==> src/sv/single_pass_pixel_labeler_assert.svh <==
// ----------------------------------------------------------------------------
// Assertion macros for the pixel labeler
// Concurrent assertion wrappers clocked on clk; compiled out with NO_ASSERTIONS.
// ----------------------------------------------------------------------------
`ifndef SINGLE_PASS_PIXEL_LABELER_ASSERT_SVH
`define SINGLE_PASS_PIXEL_LABELER_ASSERT_SVH

`ifndef NO_ASSERTIONS
// checked only out of reset
`define SPL_ASSERT(lbl, prop, msg) \
	lbl: assert property (@(posedge clk) disable iff (!arst_n) prop) else $error(msg);
// checked at every edge, reset included
`define SPL_ASSERT_NR(lbl, prop, msg) \
	lbl: assert property (@(posedge clk) prop) else $error(msg);
`else
`define SPL_ASSERT(lbl, prop, msg)
`define SPL_ASSERT_NR(lbl, prop, msg)
`endif

`endif

==> src/sv/spl_pkg.sv <==
// ----------------------------------------------------------------------------
// spl_pkg
// Shared types and constants of the single pass pixel labeler.
// ----------------------------------------------------------------------------
package spl_pkg;

	localparam int MAX_WIDTH_DEF  = 1024;
	localparam int LABEL_BITS_DEF = 16;

	localparam int COLOUR_W    = 8;
	localparam int PIXEL_W     = 3 * COLOUR_W;
	localparam int THRESHOLD_W = 9;
	localparam int WIDTH_REG_W = 11;

	localparam logic [THRESHOLD_W-1:0] THRESHOLD_RESET = 9'd128;
	localparam logic [WIDTH_REG_W-1:0] WIDTH_RESET     = 11'd640;

	// brightness is the mean of three components
	localparam int BRIGHT_DIV = 3;

	// register map: byte address 4 * index
	localparam int REG_IDX_W = 1;
	localparam int APB_AW    = REG_IDX_W + 2;
	localparam logic [REG_IDX_W-1:0] REG_THRESHOLD = 1'd0;
	localparam logic [REG_IDX_W-1:0] REG_WIDTH     = 1'd1;

	localparam int FIFO_DEPTH = 2;

	typedef struct packed {
		logic [THRESHOLD_W-1:0] threshold;
		logic [WIDTH_REG_W-1:0] image_width;
	} cfg_t;

	// classification of one pixel, front to back
	typedef struct packed {
		logic frame_start;
		logic first_row;
		logic col_zero;
		logic last;
		logic fg;
	} pix_flags_t;

endpackage

==> src/sv/spl_regs.sv <==
// ----------------------------------------------------------------------------
// spl_regs
// APB register file: threshold and image width.
// ----------------------------------------------------------------------------
module spl_regs import spl_pkg::*; (
	input  logic              clk,
	input  logic              arst_n,
	input  logic              psel,
	input  logic              penable,
	input  logic              pwrite,
	input  logic [APB_AW-1:0] paddr,
	input  logic [31:0]       pwdata,
	output logic [31:0]       prdata,
	output logic              pready,
	output cfg_t              cfg
);

	logic [THRESHOLD_W-1:0] threshold_q;
	logic [WIDTH_REG_W-1:0] width_q;
	logic                   wr_en;
	logic [REG_IDX_W-1:0]   reg_idx;

	assign pready  = 1'b1;
	assign wr_en   = psel && penable && pwrite && pready;
	assign reg_idx = paddr[APB_AW-1:2];

	always_ff @(posedge clk or negedge arst_n) begin
		if (!arst_n) begin
			threshold_q <= THRESHOLD_RESET;
			width_q     <= WIDTH_RESET;
		end else if (wr_en) begin
			case (reg_idx)
				REG_THRESHOLD: threshold_q <= pwdata[THRESHOLD_W-1:0];
				REG_WIDTH:     width_q     <= pwdata[WIDTH_REG_W-1:0];
				default: ;
			endcase
		end
	end

	always_comb begin
		case (reg_idx)
			REG_THRESHOLD: prdata = 32'(threshold_q);
			REG_WIDTH:     prdata = 32'(width_q);
			default:       prdata = '0;
		endcase
	end

	assign cfg.threshold   = threshold_q;
	assign cfg.image_width = width_q;

endmodule

==> config.mk <==
export PLATFORM = sky130hd
export DESIGN_NAME = spl_regs
export DESIGN_NICKNAME = d
export VERILOG_FILES = /design/src/sv/single_pass_pixel_labeler_assert.svh /design/src/sv/spl_pkg.sv /design/src/sv/spl_regs.sv
export SDC_FILE = /design/constraint.sdc
export NUM_CORES = 1
export LEC_CHECK = 0
export ABC_AREA = 1
export BUFFER_PORTS_ARGS = -buffer_cell sky130_fd_sc_hd__buf_2
export CAP_MARGIN = 15
export CORE_ASPECT_RATIO = 0.9
export CORE_MARGIN = 1.5
export CORE_UTILIZATION = 35
export CTS_CLUSTER_DIAMETER = 200
export CTS_CLUSTER_SIZE = 16
export DETAILED_ROUTE_END_ITERATION = 10
export GPL_TIMING_DRIVEN = 0
export MAX_ROUTING_LAYER = met4
export PLACE_DENSITY = 0.84
export SETUP_SLACK_MARGIN = 0.4
export SLEW_MARGIN = 20
export SYNTH_ARGS = -nofsm -noshare
export SYNTH_HDL_FRONTEND = slang
export SYNTH_SLANG_ARGS = --single-unit
==> constraint.sdc <==
create_clock -name clk -period 0.8 [get_ports clk]
set_input_delay 0.04 -clock clk [delete_from_list [all_inputs] [get_ports clk]]
set_output_delay 0.04 -clock clk [all_outputs]
set_load 0.05 [all_outputs]
# ---- Word level (Yosys, flattened, before mapping)
# Cells that the tools add are included.
# Widths: inputs -> output; s select.
dict set report totals {
  regBits 20
  in_bits 40
  output_inout_bits 53
  wordCells 8
}
dict set report op_classes {
  mux 1
  bitwise_logic 1
  n_reduce_logical 4
}
# operator count
set op_table {}
lappend op_table {{$pmux 32 s2} 1}
lappend op_table {{$reduce_and 2->1} 2}
lappend op_table {{$logic_and 1x1->1} 2}
lappend op_table {{$not 1->1} 1}

# ---- Logic depth before layout (Yosys ltp)
dict set report depth {
  ltp_word 3
  depth_mapped 5
  mapped_depth_nobuf 4
}

# ---- Worst setup path after synthesis
# Ideal clock, no wire load.
dict set report synth_path {
  path_kind {register to output}
  start {register width_q[7]}
  end {output port prdata[7]}
  arrival_ns 1.110
  t_required_ns 0.760
  setup_slack_ns -0.350
  stages_incl_launch_ff 3
  path_buffers 0
  path_cell_list {dfstp_2 nand2_1 nand2_1}
}
dict set report synth_via {
  elab_chain_len 1
}
# element line_no
set synth_lines {}
lappend synth_lines {{start: declaration} spl_regs.sv:19} ;# logic [WIDTH_REG_W-1:0] width_q;
lappend synth_lines {{start signal: assignment} spl_regs.sv:34} ;# REG_WIDTH: width_q <= pwdata[WIDTH_REG_W-1:0];
lappend synth_lines {{$pmux 32 s2} spl_regs.sv:41} ;# case (reg_idx)
lappend synth_lines {{end: declaration} spl_regs.sv:13} ;# output logic [31:0] prdata,
# No other way between the ends. The select of a mux whose other input is x is not followed.

# ---- Worst setup path in the final report
# Same ends and word-level chain as after synthesis.

==> results.toml <==
[status]
outcome = "finished with violations"
violations = "negative hold slack, negative setup slack"

[worst_hold_path]
hp-class = "input pin to async pin"

[floorplan]
die_width_um = 63.8
core_area_um2 = 3110
num_io_pins = 93
rows = 19
start_util_pct = 37.4
die_area_um2 = 3680
die_height_um = 57.7

[sta]
setup_tns_ns = -5.80
rsz0062_at_grt = "true"
skew_ns = 0
setup_viol = 37
finalCritPeriodShare_pct = 144
final-max-slew-violation-count = 0
finalHoldWorstSlack_ns = -0.282
fmax_mhz = 868
period_minus_slack_ns = 1.15
worst_slack_ns = -0.352
hold_viol = 19

[route]
routed_via_density = 4.28
drt_iter0_markers = 40
wl_per_cell_um = 12.5
dr.pass1.iters = 5
num_vias = 1178
drc = 0
final_antenna_net_count = 0
drt-total-wl_um = 3430

[finish]
areaGrowthSynthToFinish_pct = 86.8
n_antenna_cell = 0
fin_nets = 274
multi_input_area_um2 = 647
finalInstanceArea_um2 = 2180
layout_common_cells = "37 x buf_6, 31 x nand2_2, 29 x nand2_1, 25 x buf_4, 22 x conb_1"
seqCellArea_um2 = 526
final_common_cell = "buf_6"
drive_gt1_share_pct = 70.4
fillers = 251

[global_routing]
overflow = 0
grt_antenna_before_repair = 0
grt_first_pass_wirelength_um = 4940
grt_pass1_vias = 1061
grt_use_total_pct = 18.0
grt_max_degree = 21

[worst_setup_path]
critPathKind = "flip-flop to output pin"
cp_max_fo = 2
critical_path_required_ns = 0.76
rr_worst_depth = 5
slowest_delay_ns = 0.55
critical_path.endpoint = "prdata[7]"
r2r-start = "threshold_q[2]"
worstPathCellList = "nand2_2, nand2_4, buf_8"
startpoint = "width_q[7]"
critical_path_arrival_ns = 1.11
r2r_end = "threshold_q[2]"
r2r_slack_ns = -0.15
critPathLaunchType = "flip-flop"
end_kind = "output pin"
critPathSlowestCell = "dfstp_2"

[clock_network]
cts_buffer_depth = 2
clock_sink_count = 20
cts_made_buffers = 3
clockRootBuffer = "clkbuf_8"
clk_pin_slew_ns = 0.08
h-tree-depth = 1
clk_latency_ns = 0.26
cts_tree = "built"

[flow_run]
maxCapViolations = 0

[yosys]
yosysSeqAreaShare_pct = 43.3
synth_top_area_share_pct = 36.5
synth_compound_area_share_pct = 0
muxShareOfSynthArea_pct = 0
synth.avg_cell_area_um2 = 7.87
ys_ff_latch = 20
synth_cells = 148
synth_top_family_by_area = "simple AND/OR/NAND/NOR gates"
synth_area_leaders = "dfrtp_1 37%, nand2_1 23%, buf_4 15%, nand3_1 7.3%, dfstp_2 6.8%"
yosys.area_share.simple_pct = 35.3
synthXorXnorAreaFrac_pct = 0
syn-cell-area_um2 = 1160
synth-adder-area-share_pct = 0
synth_top_area_cell = "dfrtp_1"
synth_warnings = 0
synth_cell_types = 15

[placement]
gp_congestion = 0.759
placed_area_um2 = 1660
dp_hpwl_um = 2140
numPortBuffers = 46

[pwr]
p_leak_uw = 0.00112
vdd_drop_max_uv = 1200
power.density_nw_per_um2 = 2550
-- state kept, by name, summed over array words and instances, names as in the netlist --
register and flops:
width_q 11, threshold_q 9
-- power breakdown --
| part | internal, µW | total (µW) | switching (µW) |
|---|---|---|---|
| Clock | 667 | 1010 | 344 |
| Combinational | 1190 | 3060 | 1870 |
| Sequential | 1250 | 1470 | 217 |
-- kinds of logic after synthesis --
kind of cell / after synthesis
other cells: 2
buf+inv: 33
flops: 20
simple gates: 93
-- area by class of cell --
class / instances / area share [%]
Clock buffer: 3 / 1.90
Sequential cell: 20 / 24.2
Tap cell: 42 / 2.42
Buffer: 29 / 10.3
Timing Repair Buffer: 61 / 29.0
Inverter: 4 / 1.15
Multi-Input combinational cell: 115 / 29.7
Clock inverter: 1 / 1.38
-- through the flow --
step                      cells  util [%]  power, µW  worst slack (ns)
after global placement      256      53.4       3590            -0.220
after CTS                   268      66.0       5290            -0.338
after floorplan             168         -       3190            -0.225
after detailed placement    256      53.4       3630            -0.228
after global routing        275      69.9       5740            -0.388
final                       275      69.9       5540            -0.352
-- routing by layer --
layer / wire length, µm / GRT usage, % / share of wire [%]
met1: 1440 / 23.4 / 42
met2: 1830 / 29.6 / 53
met3: 122 / 1.55 / 3.6
met4: 38 / 6.52 / 1.1
met5: 0 / - / 0
-- synth_stat cells --
cell / number
inv_2: 1
inv_1: 2
buf_4: 24
nand3_1: 17
nand4_4: 1
dfstp_2: 3
nand2_1: 70
nand4_1: 1
inv_4: 1
buf_6: 3
nand3_2: 3
buf_2: 2
dfrtp_1: 17
conb_1: 2
nor2_2: 1
-- critical path, delay by kind of cell (launching register included) --
kind	cells	cell delay, ns
flip-flops	1	0.55
AND/OR/NAND/NOR	2	0.16
buffers and inverters	1	0.14
-- worst min-delay path by stage --
| stage | from | to | slack (ns) |
|---|---|---|---|
| final | arst_n | width_q[8] | -0.28 |
| after detailed placement | arst_n | width_q[8] | 0.01 |
| after global placement | arst_n | width_q[10] | 0.008 |
| after CTS | arst_n | threshold_q[3] | -0.27 |
| after floorplan | arst_n | threshold_q[0] | -0.26 |
| after global routing | arst_n | threshold_q[3] | -0.25 |
-- timing repair --
item	4_1_cts	5_1_grt
hold endpoints to repair	18	17
buffers inserted	8	7
pin swaps	9	11
setup endpoints to repair	51	51
resized for setup	82	21
(Power assumes the default switching activity.)
