$ cat src/sv/single_pass_pixel_labeler_assert.svh
// ----------------------------------------------------------------------------
// Assertion macros for the pixel labeler
// Concurrent assertion wrappers clocked on clk; compiled out with NO_ASSERTIONS.
// ----------------------------------------------------------------------------
`ifndef SINGLE_PASS_PIXEL_LABELER_ASSERT_SVH
`define SINGLE_PASS_PIXEL_LABELER_ASSERT_SVH

`ifndef NO_ASSERTIONS
// checked only out of reset
`define SPL_ASSERT(lbl, prop, msg) \
	lbl: assert property (@(posedge clk) disable iff (!arst_n) prop) else $error(msg);
// checked at every edge, reset included
`define SPL_ASSERT_NR(lbl, prop, msg) \
	lbl: assert property (@(posedge clk) prop) else $error(msg);
`else
`define SPL_ASSERT(lbl, prop, msg)
`define SPL_ASSERT_NR(lbl, prop, msg)
`endif

`endif

$ cat src/sv/spl_pkg.sv
// ----------------------------------------------------------------------------
// spl_pkg
// Shared types and constants of the single pass pixel labeler.
// ----------------------------------------------------------------------------
package spl_pkg;

	localparam int MAX_WIDTH_DEF  = 1024;
	localparam int LABEL_BITS_DEF = 16;

	localparam int COLOUR_W    = 8;
	localparam int PIXEL_W     = 3 * COLOUR_W;
	localparam int THRESHOLD_W = 9;
	localparam int WIDTH_REG_W = 11;

	localparam logic [THRESHOLD_W-1:0] THRESHOLD_RESET = 9'd128;
	localparam logic [WIDTH_REG_W-1:0] WIDTH_RESET     = 11'd640;

	// brightness is the mean of three components
	localparam int BRIGHT_DIV = 3;

	// register map: byte address 4 * index
	localparam int REG_IDX_W = 1;
	localparam int APB_AW    = REG_IDX_W + 2;
	localparam logic [REG_IDX_W-1:0] REG_THRESHOLD = 1'd0;
	localparam logic [REG_IDX_W-1:0] REG_WIDTH     = 1'd1;

	localparam int FIFO_DEPTH = 2;

	typedef struct packed {
		logic [THRESHOLD_W-1:0] threshold;
		logic [WIDTH_REG_W-1:0] image_width;
	} cfg_t;

	// classification of one pixel, front to back
	typedef struct packed {
		logic frame_start;
		logic first_row;
		logic col_zero;
		logic last;
		logic fg;
	} pix_flags_t;

endpackage

$ cat src/sv/spl_front.sv
// ----------------------------------------------------------------------------
// spl_front
// Accepts pixels, tracks raster position and classifies foreground.
// ----------------------------------------------------------------------------
module spl_front import spl_pkg::*; #(
	parameter int MAX_WIDTH = MAX_WIDTH_DEF,
	localparam int CW = $clog2(MAX_WIDTH)
) (
	input  logic               clk,
	input  logic               arst_n,
	input  cfg_t               cfg,
	input  logic [PIXEL_W-1:0] s_tdata,   // red, green, blue
	input  logic               s_tuser,   // frame_start
	input  logic               s_tvalid,
	output logic               s_tready,
	input  logic               fifo_full,
	output logic               push,
	output logic [CW-1:0]      push_col,
	output pix_flags_t         push_flags
);

	localparam int WW = (CW + 1 > WIDTH_REG_W) ? CW + 1 : WIDTH_REG_W;

	logic [CW-1:0]   col_q;
	logic            first_q;
	logic [WW-1:0]   w_cfg, w_eff, col_ext, col_clamp;
	logic [CW-1:0]   col;
	logic            last, first;
	logic [9:0]      sum;
	logic [10:0]     thr_x3;

	assign s_tready = !fifo_full;
	assign push     = s_tvalid && s_tready;

	always_comb begin
		w_cfg = WW'(cfg.image_width);
		if (w_cfg == '0)
			w_eff = WW'(1);
		else if (w_cfg > WW'(MAX_WIDTH))
			w_eff = WW'(MAX_WIDTH);
		else
			w_eff = w_cfg;
	end

	// a narrowed width ends the row at the new last column
	assign col_ext   = s_tuser ? '0 : WW'(col_q);
	assign col_clamp = (col_ext >= w_eff) ? w_eff - WW'(1) : col_ext;
	assign col       = col_clamp[CW-1:0];
	assign last      = (col_clamp + WW'(1)) >= w_eff;
	assign first     = s_tuser || first_q;

	// floor(sum / 3) >= t  <=>  sum >= 3t
	assign sum    = 10'(s_tdata[7:0]) + 10'(s_tdata[15:8]) + 10'(s_tdata[23:16]);
	assign thr_x3 = 11'(cfg.threshold) * 11'(BRIGHT_DIV);

	assign push_col               = col;
	assign push_flags.frame_start = s_tuser;
	assign push_flags.first_row   = first;
	assign push_flags.col_zero    = (col == '0);
	assign push_flags.last        = last;
	assign push_flags.fg          = 11'(sum) >= thr_x3;

	always_ff @(posedge clk or negedge arst_n) begin
		if (!arst_n) begin
			col_q   <= '0;
			first_q <= 1'b1;
		end else if (push) begin
			if (last) begin
				col_q   <= '0;
				first_q <= 1'b0;
			end else begin
				col_q   <= col + CW'(1);
				first_q <= first;
			end
		end
	end

endmodule

$ cat config.mk
export PLATFORM = sky130hd
export DESIGN_NAME = spl_front
export DESIGN_NICKNAME = d
export VERILOG_FILES = /design/src/sv/single_pass_pixel_labeler_assert.svh /design/src/sv/spl_pkg.sv /design/src/sv/spl_front.sv
export SDC_FILE = /design/constraint.sdc
export NUM_CORES = 1
export LEC_CHECK = 0
export ABC_CLOCK_PERIOD_IN_PS = 9400
export CORE_UTILIZATION = 40
export DETAILED_ROUTE_END_ITERATION = 6
export DONT_BUFFER_PORTS = 1
export SYNTH_ARGS = -nofsm -noshare
export SYNTH_HDL_FRONTEND = slang
export SYNTH_SLANG_ARGS = --single-unit
$ cat constraint.sdc
create_clock -name clk -period 9.4 [get_ports clk]
set_input_delay 0.47 -clock clk [delete_from_list [all_inputs] [get_ports clk]]
set_output_delay 0.47 -clock clk [all_outputs]
set_load 0.03 [all_outputs]
# ---- Word level (Yosys, flattened, before mapping)
# Cells that the tools add are included.
# Widths: inputs -> output; s select.
dict set report word_totals {
  reg_bits 11
  in_bits 49
  out_inout_bits 17
  wordCells 23
}
dict set report op_classes {
  add_sub_neg 5
  reduce_logical 5
  n_lt_le_gt_ge 4
  multipliers 1
  muxes 6
}
# operator count
set ops {}
lappend ops {{$mux 11} 3}
lappend ops {{$ge 10x11->1} 2}
lappend ops {{$mux 10} 2}
lappend ops {{$add 11x1->11 const B} 1}
lappend ops {{$ge 11x11->1} 1}
lappend ops {{$gt 11x11->1 const B} 1}
lappend ops {{$logic_not 11->1} 1}
lappend ops {{$mul 9x2->11 const B} 1}
lappend ops {{$sub 11x1->11 const B} 1}
lappend ops {{$add 10x1->10 const B} 1}
lappend ops {{$add 9x8->10} 1}
lappend ops {{$logic_not 10->1} 1}
lappend ops {{$add 8x8->9} 1}
lappend ops {{$logic_and 1x1->1} 1}
lappend ops {{$logic_not 1->1} 1}
lappend ops {{$logic_or 1x1->1} 1}
lappend ops {{$mux 1} 1}

# ---- Depth between registers and ports, before layout
# Gate-level depths: netlist of the first run.
dict set report depth {
  depth_word 8
  mapped_depth 26
  ltp_nobuf 24
}

# ---- Worst setup path after synthesis of the first run
# No wires, ideal clock.
dict set report synth_timing {
  kind {input -> output}
  start {in cfg[0] in the netlist's numbering}
  end {out push_flags[1] in the netlist's numbering}
  path_slack_ns 3.609
  required_ns 8.930
  t_arrival_ns 5.321
  n_path_buf 2
  path_stages 22
  path_cell_list {nor4_4 nand3_1 a21oi_1 ha_1 nor2b_1 o21ai_0 a31oi_1 a21o_1 clkbuf_1 mux2i_1 ha_1 and3_1 nand2_1 a2111oi_0 a41oi_2 xor2_1 ha_1 nor4_1 o211ai_1 a21oi_1 nor2_1 buf_4}
}
dict set report synth_via {
  elab_chain_cells 7
  elab_cells_between_ends 9
  classes_between {add/sub: 2; order compare: 3; mux: 3; reduce/logical: 1}
}
# element line
set synth_rtl {}
lappend synth_rtl {{from (decl)} spl_front.sv:11} ;# input cfg_t cfg,
lappend synth_rtl {{$gt 11x11->1} spl_front.sv:39} ;# else if (w_cfg > WW'(MAX_WIDTH))
lappend synth_rtl {{$mux 11} spl_front.sv:39}
lappend synth_rtl {{$mux 11 (*)} spl_front.sv:37} ;# if (w_cfg == '0)
lappend synth_rtl {{$sub 11x1->11 or $ge 10x11->1 (tied branches)} spl_front.sv:47} ;# assign col_clamp = (col_ext >= w_eff) ? w_eff - WW'(1) : col_ext;
lappend synth_rtl {{$mux 11 (*)} spl_front.sv:47}
lappend synth_rtl {{via push_col[0]} spl_front.sv:18} ;# output logic [CW-1:0] push_col,
lappend synth_rtl {{$add 11x1->11 (*)} spl_front.sv:49} ;# assign last = (col_clamp + WW'(1)) >= w_eff;
lappend synth_rtl {{$ge 11x11->1 (*)} spl_front.sv:49}
lappend synth_rtl {{to (decl)} spl_front.sv:19} ;# output pix_flags_t push_flags
# The timed path passes the listed nets; every way through them passes the cells marked *.

==> impl_metrics.ini, run 1 <==
[timing]
setup_violations = 0
final_hold_viol_count = 0
max_freq_mhz = 155
rsz0062_at_grt = no
clock_skew_ns = 0.000660
setup_tns_ns = 0
worstMarginPinSlew_ns = 0.993
finalCritPeriodShare_pct = 68.4
drv_slew = 0
whs_ns = 0.0728
layout_min_cycle_time_ns = 6.43
relSlewSlack_pct = 31.9

[worst_setup_path]
cp.required_ns = 9.55
critPathSlowestCell = mux2i_1
r2r_cells = 21
rrSetupSlack_ns = 3.45
cp-end-kind = flop
cp_max_fo = 8
crit_top_cell = ha_1
critPathKind = in2reg
r2r_end = col_q[5]$_DFFE_PN0P_
start_kind = input port
worstPathArrival_ns = 6.58
cp_cell_sequence = nor4_4 > nand3_1 > a21oi_1 > ha_1 > nor2b_1 > o21ai_0 > a31oi_1 > a21o_1 > mux2i_1 > ha_1 > and3_1 > nand2_1 > a2111oi_0 > a41oi_2 > xor2_1 > ha_1 > nor4_1 > o211ai_1 > a21oi_1 > nor2_1 > nor2_1 > nand4_1 > o211ai_1
r2r-start = col_q[2]$_DFFE_PN0P_
slowest_delay_ns = 0.87

[placed_design]
port_buffers = 0
placed_area_um2 = 2910
place.gp.congestion = 0.924
dp_cells = 431
dp_hpwl_um = 5790

[worst_hold_path]
hp-class = in2async

[die]
die_area_um2 = 7370
die_h_um = 85.9
die_w_um = 85.9
row_count = 30
core-area_um2 = 6790
start_util_pct = 41.4
io_pins = 66

[logic_synthesis]
yosys_warnings = 0
ys_types = 58
syn_area_um2 = 2810
synth_top_area_share_pct = 22.2
synthFlopType = dfrtp_1
synth_edf_count = 0
synth_top_area_cell = ha_1
netlist_top_cells_area = ha_1 (22%), dfrtp_1 (8.9%), fa_1 (7.1%)
seq_area_frac_synth_pct = 9.83
synthesis.nets = 452
ys_ff_latch = 11
async_reset_ff_share_pct = 100
syn_area_per_cell_um2 = 8.20
syn_inst = 343

[global_routing]
grt_pass1_vias = 2341
overflow = 0
track_usage_pct = 18.5
grt_pass1_wl_um = 11000
grt_max_degree = 29
antenna_found_initial = 0

[power_and_ir_drop]
power_frac_seq_pct = 16.4
p_per_area_nw_per_um2 = 148
comb_power_share_pct = 72.7
ir_drop_mv = 0.0736
netSwitchingFraction_pct = 51.0
power.switching_mw = 0.224
p_leak_nw = 1.34
p_int_mw = 0.215
pwr-share-clk_pct = 10.9

[run]
maxCapViolations = 0

[cells_and_area]
utilization_pct = 43.6
syn_to_final_growth_pct = 5.20
antenna_cells = 0
final_area_um2 = 2960
final_nets = 450
final_cells = 436
layout-drive-gt1-share_pct = 7.94

[route]
vias = 2462
wirelength_um = 6750
dr.pass1.iters = 4
wire_per_inst_um = 15.5
drc = 0
post_drt_via_cell_ratio = 5.65
ant_nets = 0
drtIter0Drc = 164

[cts]
cts_resized = 0
clockBufferDepth = 2
cts_sinks = 11
clkLatencyLatePin_ns = 0.24
clock_tree.root_cell = clkbuf_8
cts_tree = built
htree_levels = 1
cts_buffers = 3
clk_pin_slew_ns = 0.05

[status]
status = completed
[cell families after synthesis]
kind of cell / share of synthesized area [%]
compound gates: 22.8
xor+xnor: 6.85
fa+ha+maj: 29.3
buf+inv: 5.11
flops: 9.83
mux: 4.09
simple gates: 22.0
[worst max-delay path by stage]
| stage | startpoint | to | slack (ns) |
|---|---|---|---|
| final | cfg[0] | col_q[5]$_DFFE_PN0P_ | 2.97 |
| after global routing | cfg[0] | col_q[5]$_DFFE_PN0P_ | 2.39 |
| after CTS | cfg[0] | col_q[5]$_DFFE_PN0P_ | 2.98 |
| after detailed placement | cfg[0] | col_q[5]$_DFFE_PN0P_ | 2.72 |
| after global placement | cfg[0] | col_q[5]$_DFFE_PN0P_ | 2.91 |
| after floorplan | cfg[0] | push_flags[1] | 3.61 |
[state kept, by name (all words and copies together), names as in the netlist]
register	flops
col_q	10
first_q	1
[placed cells by master (no fill, tap or decap), types with 2 or more instances in the layout]
cell | synthesis | layout
mux2i_1 | 7 | 7
xnor2_1 | 14 | 14
fa_1 | 10 | 10
nor2_1 | 25 | 25
inv_1 | 25 | 25
nand3_1 | 8 | 8
nand2b_1 | 4 | 4
a21oi_1 | 26 | 26
nand4_1 | 6 | 6
o21ai_0 | 13 | 13
o21ai_1 | 2 | 2
o22ai_1 | 2 | 2
mux2_2 | 4 | 4
nor3_1 | 5 | 5
o21bai_1 | 3 | 3
a41oi_2 | 2 | 2
or3_1 | 2 | 2
buf_4 | 3 | 2
nor4_4 | 2 | 2
a22o_1 | 7 | 7
o21a_1 | 3 | 3
xor2_1 | 8 | 8
o211a_1 | 2 | 2
o211ai_1 | 5 | 5
ha_1 | 50 | 50
o41ai_1 | 2 | 2
dfrtp_1 | 10 | 10
a211o_1 | 2 | 2
nand2_1 | 31 | 31
clkbuf_8 | 0 | 3
nor2b_1 | 10 | 10
a31oi_1 | 3 | 3
nor4_1 | 7 | 7
a21o_1 | 9 | 9
[Yosys cell counts, types with 8 or more instances]
library cell  number
a21o_1             9
a21oi_1           26
dfrtp_1           10
fa_1              10
ha_1              50
inv_1             25
nand2_1           31
nand3_1            8
nor2_1            25
nor2b_1           10
o21ai_0           13
xnor2_1           14
xor2_1             8
[power by group through the flow]
stage	Combinational (mW)	Sequential, mW	Clock, mW
2_1_floorplan	0.259	0.0694	0
3_3_place_gp	0.312	0.0726	0
3_5_place_dp	0.319	0.0724	0
4_1_cts	0.322	0.0718	0.0486
5_1_grt	0.362	0.0739	0.0512
6_report	0.319	0.0722	0.0476
[per-layer routing]
layer,GRT usage [%],wire [um]
met4,1.97,17
met5,0,0
met3,4.04,387
met2,29.8,3080
met1,26.3,3270
[area by class of cell]
class / count / area, um^2
fill: 666 / 3830
multi-input combinational: 297 / 2400
sequential: 11 / 277
tap: 96 / 120
inverter: 25 / 93.8
clock buffer: 4 / 45.0
timing repair buffer: 3 / 25.0
[what timing repair did]
item | in CTS | in global routing
buffers inserted | 0 | 0
hold buffers | 1 | 0
setup endpoints to repair | 0 | 0
hold endpoints to repair | 10 | 0
[per-stage QoR]
step	total power, mW	worst slack (ns)
2_1_floorplan	0.329	3.61
3_3_place_gp	0.384	2.91
3_5_place_dp	0.391	2.72
4_1_cts	0.442	2.98
5_1_grt	0.487	2.39
6_report	0.439	2.97
[critical path, delay by kind of cell]
family          cells  cell delay (ns)
simple gates        9             2.13
mux                 1             0.87
xor+xnor            1             0.19
fa+ha+maj           3             0.86
compound gates      9             2.07
Power figures use the tool's default switching activity.
==> run 2, diff against run 1 <==
ABC_CLOCK_PERIOD_IN_PS = 6300   (was 9400)
clock period = 6.3 ns   (was 9.4 ns; I/O delays follow)
==> run 2 against run 1 <==
Register-to-register slack lost 2.4 ns. Hold slack gained 0.17 ns. Largest power group unchanged. First-iteration DRC count grew 23%. Clock-buffer cell count is the same. Global-route usage shrank 0.081 points. Cell area grew 0.34%. Sequential power grew 50%. Sequential cell count is the same.
==> impl_metrics.ini, run 2 (synthesized netlist as in run 1, its figures left out) <==
[cells_and_area]
most-common-layout-cells = ha_1 (50), nand2_1 (31), a21oi_1 (26)
largest_reg_flops = 10
reg.largest.list = col_q: 10 flops, first_q: 1 flops
final_nets = 451
layout-drive-gt1-share_pct = 8.50
regMostFlops = col_q
antenna_cells = 0
mostFrequentLayoutCell = ha_1
syn_to_final_growth_pct = 5.56

[power_and_ir_drop]
p_int_mw = 0.323
comb_power_share_pct = 73.0
ir_drop_mv = 0.105
netSwitchingFraction_pct = 50.7
p_per_area_nw_per_um2 = 220
p_leak_nw = 1.35
power.switching_mw = 0.331
pwr-share-clk_pct = 10.4
power_frac_seq_pct = 16.6

[cts]
cts_sinks = 11
htree_levels = 1
clkLatencyLatePin_ns = 0.23
clk_pin_slew_ns = 0.05
clockBufferDepth = 2
cts_buffers = 3
cts_tree = built
clock_tree.root_cell = clkbuf_8

[worst_setup_path]
slowest_delay_ns = 0.57
cp-startpoint = cfg[0]
critPathSlowestCell = nor2_1
critPathKind = in2reg
cp.required_ns = 6.39
crit_top_cell = ha_1
worstPathArrival_ns = 5.62
cp-end-kind = flop
cp_max_fo = 8
r2r-start = col_q[2]$_DFFE_PN0P_
r2r_end = col_q[5]$_DFFE_PN0P_
rrSetupSlack_ns = 1.01
start_kind = input port
r2r_cells = 23

[placed_design]
dp_hpwl_um = 5690
place.gp.congestion = 0.866
port_buffers = 0

[route]
wirelength_um = 6670
wire_per_inst_um = 15.3
dr.pass1.iters = 4
vias = 2452
ant_nets = 0
drc = 0
post_drt_via_cell_ratio = 5.61
drtIter0Drc = 202

[die]
io_pins = 66
die_h_um = 85.9
die_area_um2 = 7370
die_w_um = 85.9
row_count = 30
start_util_pct = 41.4
core-area_um2 = 6790

[worst_hold_path]
hold_end = first_q$_DFFE_PN1P_
hold_start = s_tuser
holdPathStages = 2
hp-class = in2reg

[run]
maxCapViolations = 0

[timing]
relSlewSlack_pct = 38.5
final_hold_viol_count = 0
worstMarginPinSlew_ns = 0.916
finalCritPeriodShare_pct = 87.8
setup_violations = 0
clock_skew_ns = 0.000719
setup_tns_ns = 0
layout_min_cycle_time_ns = 5.53
rsz0062_at_grt = no
drv_slew = 0
max_freq_mhz = 181
whs_ns = 0.246

[global_routing]
grt_pass1_vias = 2255
grt_pass1_wl_um = 10900
antenna_found_initial = 0
grt_max_degree = 29
track_usage_pct = 18.5
overflow = 0

[status]
status = completed
## run 2: metrics by stage
step / utilization, % / cell area, um^2 / instances / power (mW) / setup slack, ns
after floorplan: - / 2810 / 343 / 0.491 / 0.683
after global placement: 42.9 / 2910 / 432 / 0.575 / 0.656
after detailed placement: 42.9 / 2910 / 432 / 0.583 / 0.455
after CTS: 43.7 / 2970 / 437 / 0.657 / 0.708
after global routing: 43.7 / 2970 / 437 / 0.726 / 0.195
final: 43.7 / 2970 / 437 / 0.654 / 0.770
## run 2: worst max-delay path by stage
stage,to,cells after the start
floorplan,col_q[5]$_DFFE_PN0P_,24
global placement,col_q[5]$_DFFE_PN0P_,25
detailed placement,col_q[5]$_DFFE_PN0P_,25
CTS,col_q[5]$_DFFE_PN0P_,25
global route,col_q[5]$_DFFE_PN0P_,25
finish,col_q[5]$_DFFE_PN0P_,25
## run 2: repair_timing
| item | 4_1_cts | 5_1_grt |
|---|---|---|
| hold buffers | 1 | 0 |
| setup buffers | 0 | 0 |
| endpoints found under the hold margin | 11 | 0 |
| resized for setup | 0 | 1 |
| setup endpoints to repair | 0 | 1 |
## run 2: power by group through the flow
stage | registers [mW] | logic [mW] | clock network [mW]
final | 0.108 | 0.477 | 0.0680
after global routing | 0.111 | 0.541 | 0.0737
after CTS | 0.108 | 0.479 | 0.0697
after detailed placement | 0.109 | 0.475 | 0
after global placement | 0.109 | 0.467 | 0
after floorplan | 0.104 | 0.387 | 0
## run 2: layout make-up
class,instances,area (um^2)
well taps,96,120
clock buffers,4,45.0
multi-input cells,297,2400
flip-flops and latches,11,277
repair buffers,4,32.5
fillers,678,3820
inverters,25,93.8
## run 2: critical path, delay by kind of cell
family,cells,cell delay (ns)
adder cells (fa/ha/maj),3,0.82
buffers and inverters,1,0.20
AND/OR/NAND/NOR,9,2.00
XOR/XNOR,1,0.19
AO/OA/AOI/OAI,11,2.10
## run 2: layer usage
metal	wire length, um	GRT usage, %	vias to the layer above
met4	12	1.36	0
met2	3020	29.4	63
met1	3310	27.5	1139
li1	-	-	1248
met5	0	0	-
met3	327	2.60	2
