===== config.mk =====
export PLATFORM = sky130hd
export DESIGN_NAME = spl_fifo
export DESIGN_NICKNAME = d
export VERILOG_FILES = /design/src/sv/single_pass_pixel_labeler_assert.svh /design/src/sv/spl_pkg.sv /design/src/sv/spl_fifo.sv
export SDC_FILE = /design/constraint.sdc
export NUM_CORES = 1
export LEC_CHECK = 0
export ABC_AREA = 1
export BUFFER_PORTS_ARGS = -buffer_cell sky130_fd_sc_hd__buf_2
export CAP_MARGIN = 10
export CORE_MARGIN = 10
export CORE_UTILIZATION = 53
export DETAILED_ROUTE_END_ITERATION = 7
export PLACE_DENSITY = 0.8
export SYNTH_ARGS = -nofsm -noshare
export SYNTH_HDL_FRONTEND = slang
export SYNTH_SLANG_ARGS = --single-unit

===== constraint.sdc =====
create_clock -name clk -period 1.78 [get_ports clk]
set_clock_uncertainty 0.05 [all_clocks]
set_input_delay 0.089 -clock clk [delete_from_list [all_inputs] [get_ports clk]]
set_output_delay 0.089 -clock clk [all_outputs]
set_load 0.1 [all_outputs]

===== src/sv/single_pass_pixel_labeler_assert.svh =====
// ----------------------------------------------------------------------------
// Assertion macros for the pixel labeler
// Concurrent assertion wrappers clocked on clk; compiled out with NO_ASSERTIONS.
// ----------------------------------------------------------------------------
`ifndef SINGLE_PASS_PIXEL_LABELER_ASSERT_SVH
`define SINGLE_PASS_PIXEL_LABELER_ASSERT_SVH

`ifndef NO_ASSERTIONS
// checked only out of reset
`define SPL_ASSERT(lbl, prop, msg) \
	lbl: assert property (@(posedge clk) disable iff (!arst_n) prop) else $error(msg);
// checked at every edge, reset included
`define SPL_ASSERT_NR(lbl, prop, msg) \
	lbl: assert property (@(posedge clk) prop) else $error(msg);
`else
`define SPL_ASSERT(lbl, prop, msg)
`define SPL_ASSERT_NR(lbl, prop, msg)
`endif

`endif


===== src/sv/spl_pkg.sv =====
// ----------------------------------------------------------------------------
// spl_pkg
// Shared types and constants of the single pass pixel labeler.
// ----------------------------------------------------------------------------
package spl_pkg;

	localparam int MAX_WIDTH_DEF  = 1024;
	localparam int LABEL_BITS_DEF = 16;

	localparam int COLOUR_W    = 8;
	localparam int PIXEL_W     = 3 * COLOUR_W;
	localparam int THRESHOLD_W = 9;
	localparam int WIDTH_REG_W = 11;

	localparam logic [THRESHOLD_W-1:0] THRESHOLD_RESET = 9'd128;
	localparam logic [WIDTH_REG_W-1:0] WIDTH_RESET     = 11'd640;

	// brightness is the mean of three components
	localparam int BRIGHT_DIV = 3;

	// register map: byte address 4 * index
	localparam int REG_IDX_W = 1;
	localparam int APB_AW    = REG_IDX_W + 2;
	localparam logic [REG_IDX_W-1:0] REG_THRESHOLD = 1'd0;
	localparam logic [REG_IDX_W-1:0] REG_WIDTH     = 1'd1;

	localparam int FIFO_DEPTH = 2;

	typedef struct packed {
		logic [THRESHOLD_W-1:0] threshold;
		logic [WIDTH_REG_W-1:0] image_width;
	} cfg_t;

	// classification of one pixel, front to back
	typedef struct packed {
		logic frame_start;
		logic first_row;
		logic col_zero;
		logic last;
		logic fg;
	} pix_flags_t;

endpackage


===== src/sv/spl_fifo.sv =====
// ----------------------------------------------------------------------------
// spl_fifo
// Short register queue between front and back; head is visible unregistered.
// ----------------------------------------------------------------------------
module spl_fifo import spl_pkg::*; #(
	parameter int DW = 8
) (
	input  logic          clk,
	input  logic          arst_n,
	input  logic          push,
	input  logic [DW-1:0] push_data,
	input  logic          pop,
	output logic [DW-1:0] head_data,
	output logic          head_valid,
	output logic          full
);

	localparam int PW = $clog2(FIFO_DEPTH);
	localparam int NW = $clog2(FIFO_DEPTH + 1);

	logic [DW-1:0] mem_q [FIFO_DEPTH];
	logic [PW-1:0] wr_ptr_q, rd_ptr_q;
	logic [NW-1:0] count_q;

	assign head_data  = mem_q[rd_ptr_q];
	assign head_valid = (count_q != '0);
	assign full       = (count_q == NW'(FIFO_DEPTH));

	always_ff @(posedge clk) begin
		if (push)
			mem_q[wr_ptr_q] <= push_data;
	end

	always_ff @(posedge clk or negedge arst_n) begin
		if (!arst_n) begin
			wr_ptr_q <= '0;
			rd_ptr_q <= '0;
			count_q  <= '0;
		end else begin
			if (push)
				wr_ptr_q <= (wr_ptr_q == PW'(FIFO_DEPTH - 1)) ? '0 : wr_ptr_q + PW'(1);
			if (pop)
				rd_ptr_q <= (rd_ptr_q == PW'(FIFO_DEPTH - 1)) ? '0 : rd_ptr_q + PW'(1);
			if (push && !pop)
				count_q <= count_q + NW'(1);
			else if (pop && !push)
				count_q <= count_q - NW'(1);
		end
	end

endmodule


[Word level (Yosys, flattened, before mapping)]
Memory sizes are Yosys's and may differ from the RTL's.
Index checks and enable logic that the tools add are counted.
Word-level totals
  logic and storage cells: 21
  input port bits: 12
  register bits after elaboration: 4
  bits in latches: 0
  memories kept: 1
  bits in writable memories: 16
  bits in read-only memories: 0
  output and inout port bits: 10
Cells by class
  shift operators: 0
  order comparisons: 0
  div/mod/pow operators: 0
  $mul: 0
  multiplexer cells: 6
  equality and inequality tests: 1
  add/subtract/negate cells: 4
  reductions and logical operators: 6
  bitwise gates (word level): 0
Memories
  mem_q: depth 2, width 8, read ports 1, clocked after Yosys merged registers in 0, wr ports 1, line spl_fifo.sv:21  | logic [DW-1:0] mem_q [FIFO_DEPTH];
Operators with widths (number)
  1-bit two-way mux: 4
  2-bit two-way mux: 2
  2-bit nonzero test: 2
  1-bit adder, second input constant: 2
  2-bit by 1-bit adder with 2-bit output, second input constant: 1
  2-bit == test, second input constant: 1
  1-bit logical AND: 2
  1-bit zero test: 2
  2-bit by 1-bit subtractor with 2-bit output, second input constant: 1

[Logic depth before layout (Yosys ltp)]
Gate-level depths: netlist of run 1.
  depth in word-level cells: 4
  depth in mapped cells: 7

[Worst setup path after synthesis of run 1]
Ideal clock, no wire load.
  kind: reg-to-output
  from: register count_q[0]
  to: output full
  arrival time: 1.669 ns
  buffers on the path: 0
  stages on the path, launching flop included: 2
  slack: -0.028 ns
  path through: dfrtp_1 -> nor2_1
On the way
  cells in the longest elaborated chain, start to end: 1
RTL lines
  start, declared: line spl_fifo.sv:23  | logic [NW-1:0] count_q;
  start signal, assigned: line spl_fifo.sv:45  | count_q <= count_q + NW'(1);
  start signal, assigned: line spl_fifo.sv:47  | count_q <= count_q - NW'(1);
  2-bit == test: line spl_fifo.sv:27  | assign full = (count_q == NW'(FIFO_DEPTH));
  end, declared: line spl_fifo.sv:15  | output logic full
No other way between the ends.

[Worst setup path in the final report of run 1]
  from: register rd_ptr_q
  to: output head_data[1]
On the way
  cells in the longest elaborated chain, start to end: 1
RTL lines
  start, declared: line spl_fifo.sv:22  | logic [PW-1:0] wr_ptr_q, rd_ptr_q;
  start signal, assigned: line spl_fifo.sv:43  | rd_ptr_q <= (rd_ptr_q == PW'(FIFO_DEPTH - 1)) ? '0 : rd_ptr_q + PW'(1);
  memory read 2 x 8 bit
  end, declared: line spl_fifo.sv:13  | output logic [DW-1:0] head_data,
No other way between the ends.

==> impl_metrics.csv, run 1 <==
group,metric,value,unit
synthesis,yosysTopAreaCellShare,58.7,%
clocking,cts_tree,"yes",
global_route,grt_pass1_wl,2860,um
clocking,htreeDepth,1,
sta,finalCritPeriodShare,93.8,%
placement,gp_congestion,0.746,
setup_path,crit_arrival,1530,ps
global_route,top_usage_layer,"met2",
sta,fin_setup_tns,0,ps
floorplanning,io_pins,22,
clocking,clockBufferDepth,2,
setup_path,critical_path.cell_chain,"mux2_4, buf_12",
detailed_routing,ant_nets,0,
setup_path,worst-path-buf-inv,1,
sta,fmax,0.599,GHz
sta,rsz0062_at_grt,"false",
floorplanning,start_util,55.0,%
clocking,cts_setup_buffers,0,
sta,worst_pin_slew,557,ps
clocking,post_cts_resized,0,
sta,post-route-min-period,1670,ps
clocking,cts.sinks,20,
placement,preCtsSetupSlack,439,ps
floorplanning,fp.dieArea,0.00352,mm^2
finish,drive_gt1_share,39.5,%
sta,setup_viol,0,
sta,drv_slew,0,
synthesis,netlist_instances,50,
finish,final_nets,100,
setup_path,crit_path_end_kind,"output pin",
clocking,clk_pin_slew_worst_paths,100,ps
setup_path,cp-start-kind,"flip-flop",
clocking,cts-hold-fix-buffers,11,
global_route,grt_overflow_total,0,
job,maxCapViolCount,0,
synthesis,synth_warnings,0,
synthesis,yosysSeqAreaShare,70.9,%
global_route,grt_max_degree,12,
global_route,antenna_found_initial,0,
detailed_routing,first_pass_iters,4,
finish,n_antenna_cell,0,
sta,slew_headroom,62.8,%
synthesis,ys_ff_latch,20,
setup_path,max_stage_delay,710,ps
synthesis,syn_area,818,um^2
global_route,grtUsageMet3,3.65,%
floorplanning,die_x,59.3,um
detailed_routing,drt_wl_total,1720,um
sta,hold_viol_final,0,
placement,io_buffers,21,
synthesis,ys_types,12,
detailed_routing,avgViaCountPerCell,5.04,
finish,area_growth_syn_to_layout,46.5,%
floorplanning,die_h,59.3,um
clocking,cts_inserted_buffers,3,
global_route,met2_usage,19.2,%
floorplanning,core,0.00149,mm^2
synthesis,synth_area_leaders,"edfxtp_1 (59%), mux2_4 (15%), dfrtp_1 (12%)",
worst_hold_path,hold_class,"input pin to async pin",
synthesis,synthesis.nets,63,
detailed_routing,wl_per_cell,16.9,um
global_route,grt_usage,10.9,%
detailed_routing,dr.first_iter.drc_count,8,
synthesis,synth_area_leader_cell,"edfxtp_1",
clocking,root_buffer,"clkbuf_4",
synthesis,synth_area_per_cell,16.4,um^2
detailed_routing,drc,0,
setup_path,critPathKind,"flip-flop to output pin",
clocking,clk_latency,290,ps
outcome,status,"completed",
sta,layout_setup_ws,110,ps
setup_path,critPathRequiredTime,1640,ps
global_route,met1_usage,10.7,%
setup_path,cpMaxStageDelayCell,"dfrtp_1",
global_route,grt_pass1_vias,613,
setup_path,critPathTopFamily,"flip-flops",
setup_path,worstPathMaxFanout,9,
floorplanning,rows,14,
detailed_routing,vias,514,
## kinds of logic (layout without fill, tap and decap cells)
kind of cell | count (synthesis) | count (layout) | share of synthesized area (%)
buf+inv | 8 | 44 | 4.59
fa+ha+maj | 1 | 1 | 1.53
simple gates | 10 | 10 | 5.05
xor+xnor | 3 | 3 | 3.21
flops | 20 | 20 | 70.9
mux | 8 | 8 | 14.7
## state kept, by name, indices dropped and copies added (netlist names)
signal	cells
wr_ptr_q	1
rd_ptr_q	1
mem_q	16
count_q	2
## layout make-up
type / instances / area, um^2
Inverter: 7 / 26.3
Timing Repair Buffer: 33 / 343
Fill cell: 80 / 290
Multi-Input combinational cell: 22 / 203
Clock buffer: 4 / 26.3
Tap cell: 16 / 20.0
Sequential cell: 20 / 581
## worst paths after layout
kind	start	endpoint	slack, ps	cells past startpoint
max	rd_ptr_q$_DFFE_PN0P_	head_data[1]	110	2
min in group clk	count_q[1]$_DFFE_PN0P_	count_q[1]$_DFFE_PN0P_	440	2
min reg2reg	count_q[1]$_DFFE_PN0P_	count_q[1]$_DFFE_PN0P_	440	2
min	arst_n	wr_ptr_q$_DFFE_PN0P_	70	2
max in group asynchronous	arst_n	count_q[1]$_DFFE_PN0P_	1490	2
max reg2reg	wr_ptr_q$_DFFE_PN0P_	mem_q[1][5]$_DFFE_PP_	680	2
## cells in the mapped netlist
library cell,number
edfxtp_1,16
mux2_4,8
inv_1,7
nand2_1,6
dfrtp_1,4
nor2_1,2
xor2_1,2
buf_6,1
ha_1,1
nand3_1,1
nand4_1,1
xnor2_1,1
## stage by stage
step / hold WS (ps) / std cells / area, um^2 / utilization (%)
final: 73.1 / 102 / 1200 / 80.5
after global routing: 76.4 / 102 / 1200 / 80.5
after CTS: 69.5 / 102 / 1200 / 80.5
after detailed placement: -151 / 87 / 1060 / 71.3
after global placement: -151 / 87 / 1060 / 71.3
after floorplan: -257 / 50 / 821 / -
## cell usage in the layout (no fill, tap or decap)
master and count:
nand4_1 1, inv_1 7, edfxtp_1 16, xor2_1 2
dfrtp_1 4, nor2_1 1, clkbuf_4 3, nand3_1 1
xnor2_1 1, buf_2 13, buf_4 1, mux2_4 8
ha_1 1, buf_12 8, nor2_2 1, clkbuf_1 1
nand2_1 6, dlygate4sd3_1 11
## worst reg2reg max path: stages (launching register included)
cell     delay (ps)
dfrtp_1         410
nand2_1          70
inv_1           250
## routing by layer
| metal | routed length (um) | up-vias | share of wire, % |
|---|---|---|---|
| met2 | 994 | 16 | 58 |
| met4 | 44 | 0 | 2.6 |
| met5 | 0 | - | 0 |
| met3 | 116 | 6 | 6.7 |
| met1 | 567 | 248 | 33 |
| li1 | - | 244 | - |
Power of run 1 is not shown: default switching activity piles up to over one toggle a cycle in this logic, so the estimate is an artifact.
==> run 2: changes to the inputs <==
PLACE_DENSITY = 0.85   (was 0.8)
==> impl_metrics.csv, run 2 (same netlist as run 1, synthesis figures left out) <==
group,metric,value,unit
outcome,status,"completed",
floorplanning,start_util,55.0,%
global_route,met2_usage,15.0,%
finish,design_area,0.00109,mm^2
placement,io_buffers,21,
clocking,clk_latency,280,ps
job,maxCapViolCount,0,
sta,fin_setup_tns,0,ps
floorplanning,fp.dieArea,0.00352,mm^2
global_route,antenna_found_initial,0,
global_route,grt_max_degree,12,
sta,hold_viol_final,0,
setup_path,crit_path_end_kind,"output pin",
setup_path,worstPathMaxFanout,9,
finish,fillCellCount,97,
clocking,root_buffer,"clkbuf_4",
detailed_routing,first_pass_iters,4,
sta,rsz0062_at_grt,"false",
finish,largest_register_ffs,16,
setup_path,rrSetupSlack,710,ps
global_route,grt_overflow_total,0,
finish,seq_area,582,um^2
detailed_routing,drt_wl_total,1460,um
worst_hold_path,hold_class,"input pin to async pin",
floorplanning,die_h,59.3,um
sta,fmax,0.616,GHz
detailed_routing,drc,0,
clocking,cts.sinks,20,
clocking,cts_inserted_buffers,3,
global_route,grtUsageMet3,3.00,%
clocking,cts_setup_buffers,0,
placement,dp_hpwl,1060,um
finish,n_antenna_cell,0,
placement,placed_area,957,um^2
global_route,top_usage_layer,"met2",
sta,worst_pin_slew,506,ps
detailed_routing,ant_nets,0,
sta,finalCritPeriodShare,91.1,%
setup_path,crit_arrival,1480,ps
setup_path,cp-start-kind,"flip-flop",
sta,drv_slew,0,
finish,area_growth_syn_to_layout,33.8,%
clocking,htreeDepth,1,
detailed_routing,vias,472,
setup_path,critPathKind,"flip-flop to output pin",
detailed_routing,wl_per_cell,14.3,um
sta,hold_ws,75.1,ps
placement,gp_congestion,0.671,
sta,setup_viol,0,
global_route,grt_pass1_wl,2370,um
finish,layout_commonest_cell,"buf_2",
floorplanning,die_x,59.3,um
finish,final_nets,100,
sta,slew_headroom,66.5,%
clocking,clk_pin_slew_worst_paths,100,ps
finish,final_core_utilization,73.5,%
finish,layout_common_cells,"buf_2 (20), edfxtp_1 (16), dlygate4sd3_1 (11), mux2_4 (8), inv_1 (7)",
clocking,cts_tree,"yes",
setup_path,critPathRequiredTime,1640,ps
floorplanning,core,0.00149,mm^2
clocking,clockBufferDepth,2,
detailed_routing,dr.first_iter.drc_count,17,
global_route,grt_usage,8.81,%
floorplanning,io_pins,22,
global_route,grt_pass1_vias,492,
sta,post-route-min-period,1620,ps
detailed_routing,avgViaCountPerCell,4.63,
finish,top_regs,"mem_q: 16 flops, count_q: 2 flops",
global_route,met1_usage,9.94,%
finish,largest-register,"mem_q",
floorplanning,rows,14,
finish,multi_input_area,203,um^2
finish,drive_gt1_share,40.7,%
==> run 2: changes by cell type in the layout (fill, tap and decap cells not counted) <==
cell      before  now
buf_12         8    1
buf_2         13   20
clkbuf_1       1    0
clkinv_1       0    1
dfrtp_1        4    3
dfrtp_2        0    1
==> run 2: final cells by class <==
class,count,share of cell area (%)
flip-flops and latches,20,53.1
repair buffers,33,21.7
multi-input cells,22,18.5
inverters,7,2.40
clock buffers,3,2.06
well taps,16,1.83
clock inverters,1,0.343
==> run 2: routing by layer <==
layer	vias to the layer above	part of all wire [%]
met1	213	40
met4	0	0.62
met3	2	6.5
met2	14	53
met5	-	0
li1	243	-
==> run 2: what timing repair did <==
action,4_1_cts,5_1_grt
hold endpoints to repair,22,0
gates resized for setup,1,0
setup endpoints to repair,4,0
hold buffers,11,0
==> run 2: critical path: stages, from the launching register on <==
cell and delay, ps:
dfrtp_2 530, mux2_4 240, buf_2 420
==> run 2: worst paths after layout <==
| check | from | to | depth (start not counted) |
|---|---|---|---|
| max in group asynchronous | arst_n | rd_ptr_q$_DFFE_PN0P_ | 2 |
| min reg2reg | wr_ptr_q$_DFFE_PN0P_ | wr_ptr_q$_DFFE_PN0P_ | 1 |
| min in group clk | push_data[1] | mem_q[1][1]$_DFFE_PP_ | 2 |
| min | arst_n | count_q[0]$_DFFE_PN0P_ | 2 |
| max reg2reg | wr_ptr_q$_DFFE_PN0P_ | mem_q[1][6]$_DFFE_PP_ | 2 |
| max | rd_ptr_q$_DFFE_PN0P_ | head_data[3] | 2 |
==> run 2: through the flow <==
stage                     setup slack [ps]  std cells
after global routing                   124        102
after floorplan                        427         50
final                                  158        102
after detailed placement               303         87
after CTS                              145        102
after global placement                 357         87
Power of run 2 is left out for the same reason.
==> run 3: changes to the inputs <==
GPL_TIMING_DRIVEN = 0   (was unset)
==> impl_metrics.csv, run 3 (same netlist as run 1, synthesis figures left out) <==
group,metric,value,unit
clocking,cts_setup_buffers,0,
global_route,grt_pass1_vias,515,
clocking,cts.sinks,20,
sta,hold_viol_final,0,
detailed_routing,drc,0,
clocking,cts_tree,"yes",
finish,layout_commonest_cell,"buf_2",
clocking,clk_pin_slew_worst_paths,110,ps
floorplanning,fp.dieArea,0.00352,mm^2
placement,placed_area,946,um^2
sta,fmax,0.618,GHz
global_route,grt_pass1_wl,2210,um
sta,setup_viol,0,
placement,io_buffers,21,
detailed_routing,vias,485,
floorplanning,io_pins,22,
placement,dp_hpwl,1060,um
floorplanning,die_h,59.3,um
setup_path,critPathRequiredTime,1640,ps
floorplanning,core,0.00149,mm^2
finish,n_antenna_cell,0,
detailed_routing,dr.first_iter.drc_count,2,
sta,post-route-min-period,1620,ps
setup_path,crit_path_end_kind,"output pin",
finish,largest-register,"mem_q",
placement,gp_congestion,0.687,
sta,drv_slew,0,
floorplanning,die_x,59.3,um
sta,fin_setup_tns,0,ps
finish,design_area,0.00111,mm^2
job,maxCapViolCount,0,
clocking,cts_inserted_buffers,3,
global_route,antenna_found_initial,0,
setup_path,crit_arrival,1480,ps
worst_hold_path,hold_class,"input pin to async pin",
sta,worst_pin_slew,698,ps
global_route,grt_usage,8.30,%
sta,slew_headroom,53.3,%
sta,finalCritPeriodShare,90.9,%
detailed_routing,first_pass_iters,2,
finish,final_core_utilization,74.5,%
detailed_routing,drt_wl_total,1430,um
global_route,grt_overflow_total,0,
setup_path,rrSetupSlack,390,ps
clocking,htreeDepth,1,
finish,largest_register_ffs,16,
setup_path,worstPathMaxFanout,9,
setup_path,cp-start-kind,"flip-flop",
finish,drive_gt1_share,40.7,%
clocking,clk_latency,290,ps
finish,area_growth_syn_to_layout,35.5,%
clocking,post_cts_resized,0,
detailed_routing,wl_per_cell,14.0,um
outcome,status,"completed",
clocking,root_buffer,"clkbuf_4",
global_route,grt_max_degree,13,
detailed_routing,ant_nets,0,
setup_path,critPathKind,"flip-flop to output pin",
finish,final_nets,100,
floorplanning,start_util,55.0,%
clocking,clockBufferDepth,2,
finish,layout_common_cells,"buf_2 (21), edfxtp_1 (16), dlygate4sd3_1 (11), mux2_4 (8), inv_1 (7)",
finish,top_regs,"mem_q: 16 flops, count_q: 2 flops",
floorplanning,rows,14,
sta,rsz0062_at_grt,"false",
detailed_routing,avgViaCountPerCell,4.75,
[run 3: cell types whose count changed in the layout (fill, tap and decap cells not counted), sizes merged]
cell and change:
bufinv +1, clkinv -1
[run 3: final cells by class]
| type | instances | area, um^2 |
|---|---|---|
| fill | 96 | 380 |
| buffer | 1 | 11.3 |
| clock buffer | 3 | 22.5 |
| inverter | 7 | 26.3 |
| sequential | 20 | 581 |
| tap | 16 | 20.0 |
| multi-input combinational | 22 | 203 |
| clock inverter | 1 | 30.0 |
| timing repair buffer | 32 | 215 |
[run 3: critical path, stage by stage (launching register included)]
cell and delay, ps:
dfrtp_1 400, buf_6 160, mux2_4 200, buf_2 420
[run 3: worst paths after layout]
check	startpoint	end	cells after the start
max in group asynchronous	arst_n	wr_ptr_q$_DFFE_PN0P_	2
hold / removal	arst_n	rd_ptr_q$_DFFE_PN0P_	2
hold reg to reg	wr_ptr_q$_DFFE_PN0P_	wr_ptr_q$_DFFE_PN0P_	1
setup reg to reg	wr_ptr_q$_DFFE_PN0P_	mem_q[0][0]$_DFFE_PP_	1
setup / recovery	rd_ptr_q$_DFFE_PN0P_	head_data[3]	3
min in group clk	push_data[1]	mem_q[0][1]$_DFFE_PP_	2
[run 3: timing repair]
action                                  4_1_cts  5_1_grt
hold buffers                                 11        0
endpoints found under the hold margin        22        0
endpoints found under the setup margin        0        0
[run 3: per-layer routing]
metal / wire [um] / track usage [%] / part of all wire [%] / vias to the layer above
met5: 0 / 0 / 0 / -
met4: 25 / 4.92 / 1.7 / 0
met3: 119 / 3.43 / 8.3 / 4
met2: 754 / 14.7 / 53 / 14
met1: 530 / 7.68 / 37 / 224
li1: - / - / - / 243
[run 3: metrics by stage]
step / instances / worst slack (ps) / hold slack (ps)
floorplan: 50 / 427 / -257
global placement: 87 / 435 / -150
detailed placement: 87 / 356 / -147
CTS: 102 / 158 / 50.4
global route: 102 / 125 / 79.7
finish: 102 / 163 / 87.4
Power of run 3 is left out for the same reason.
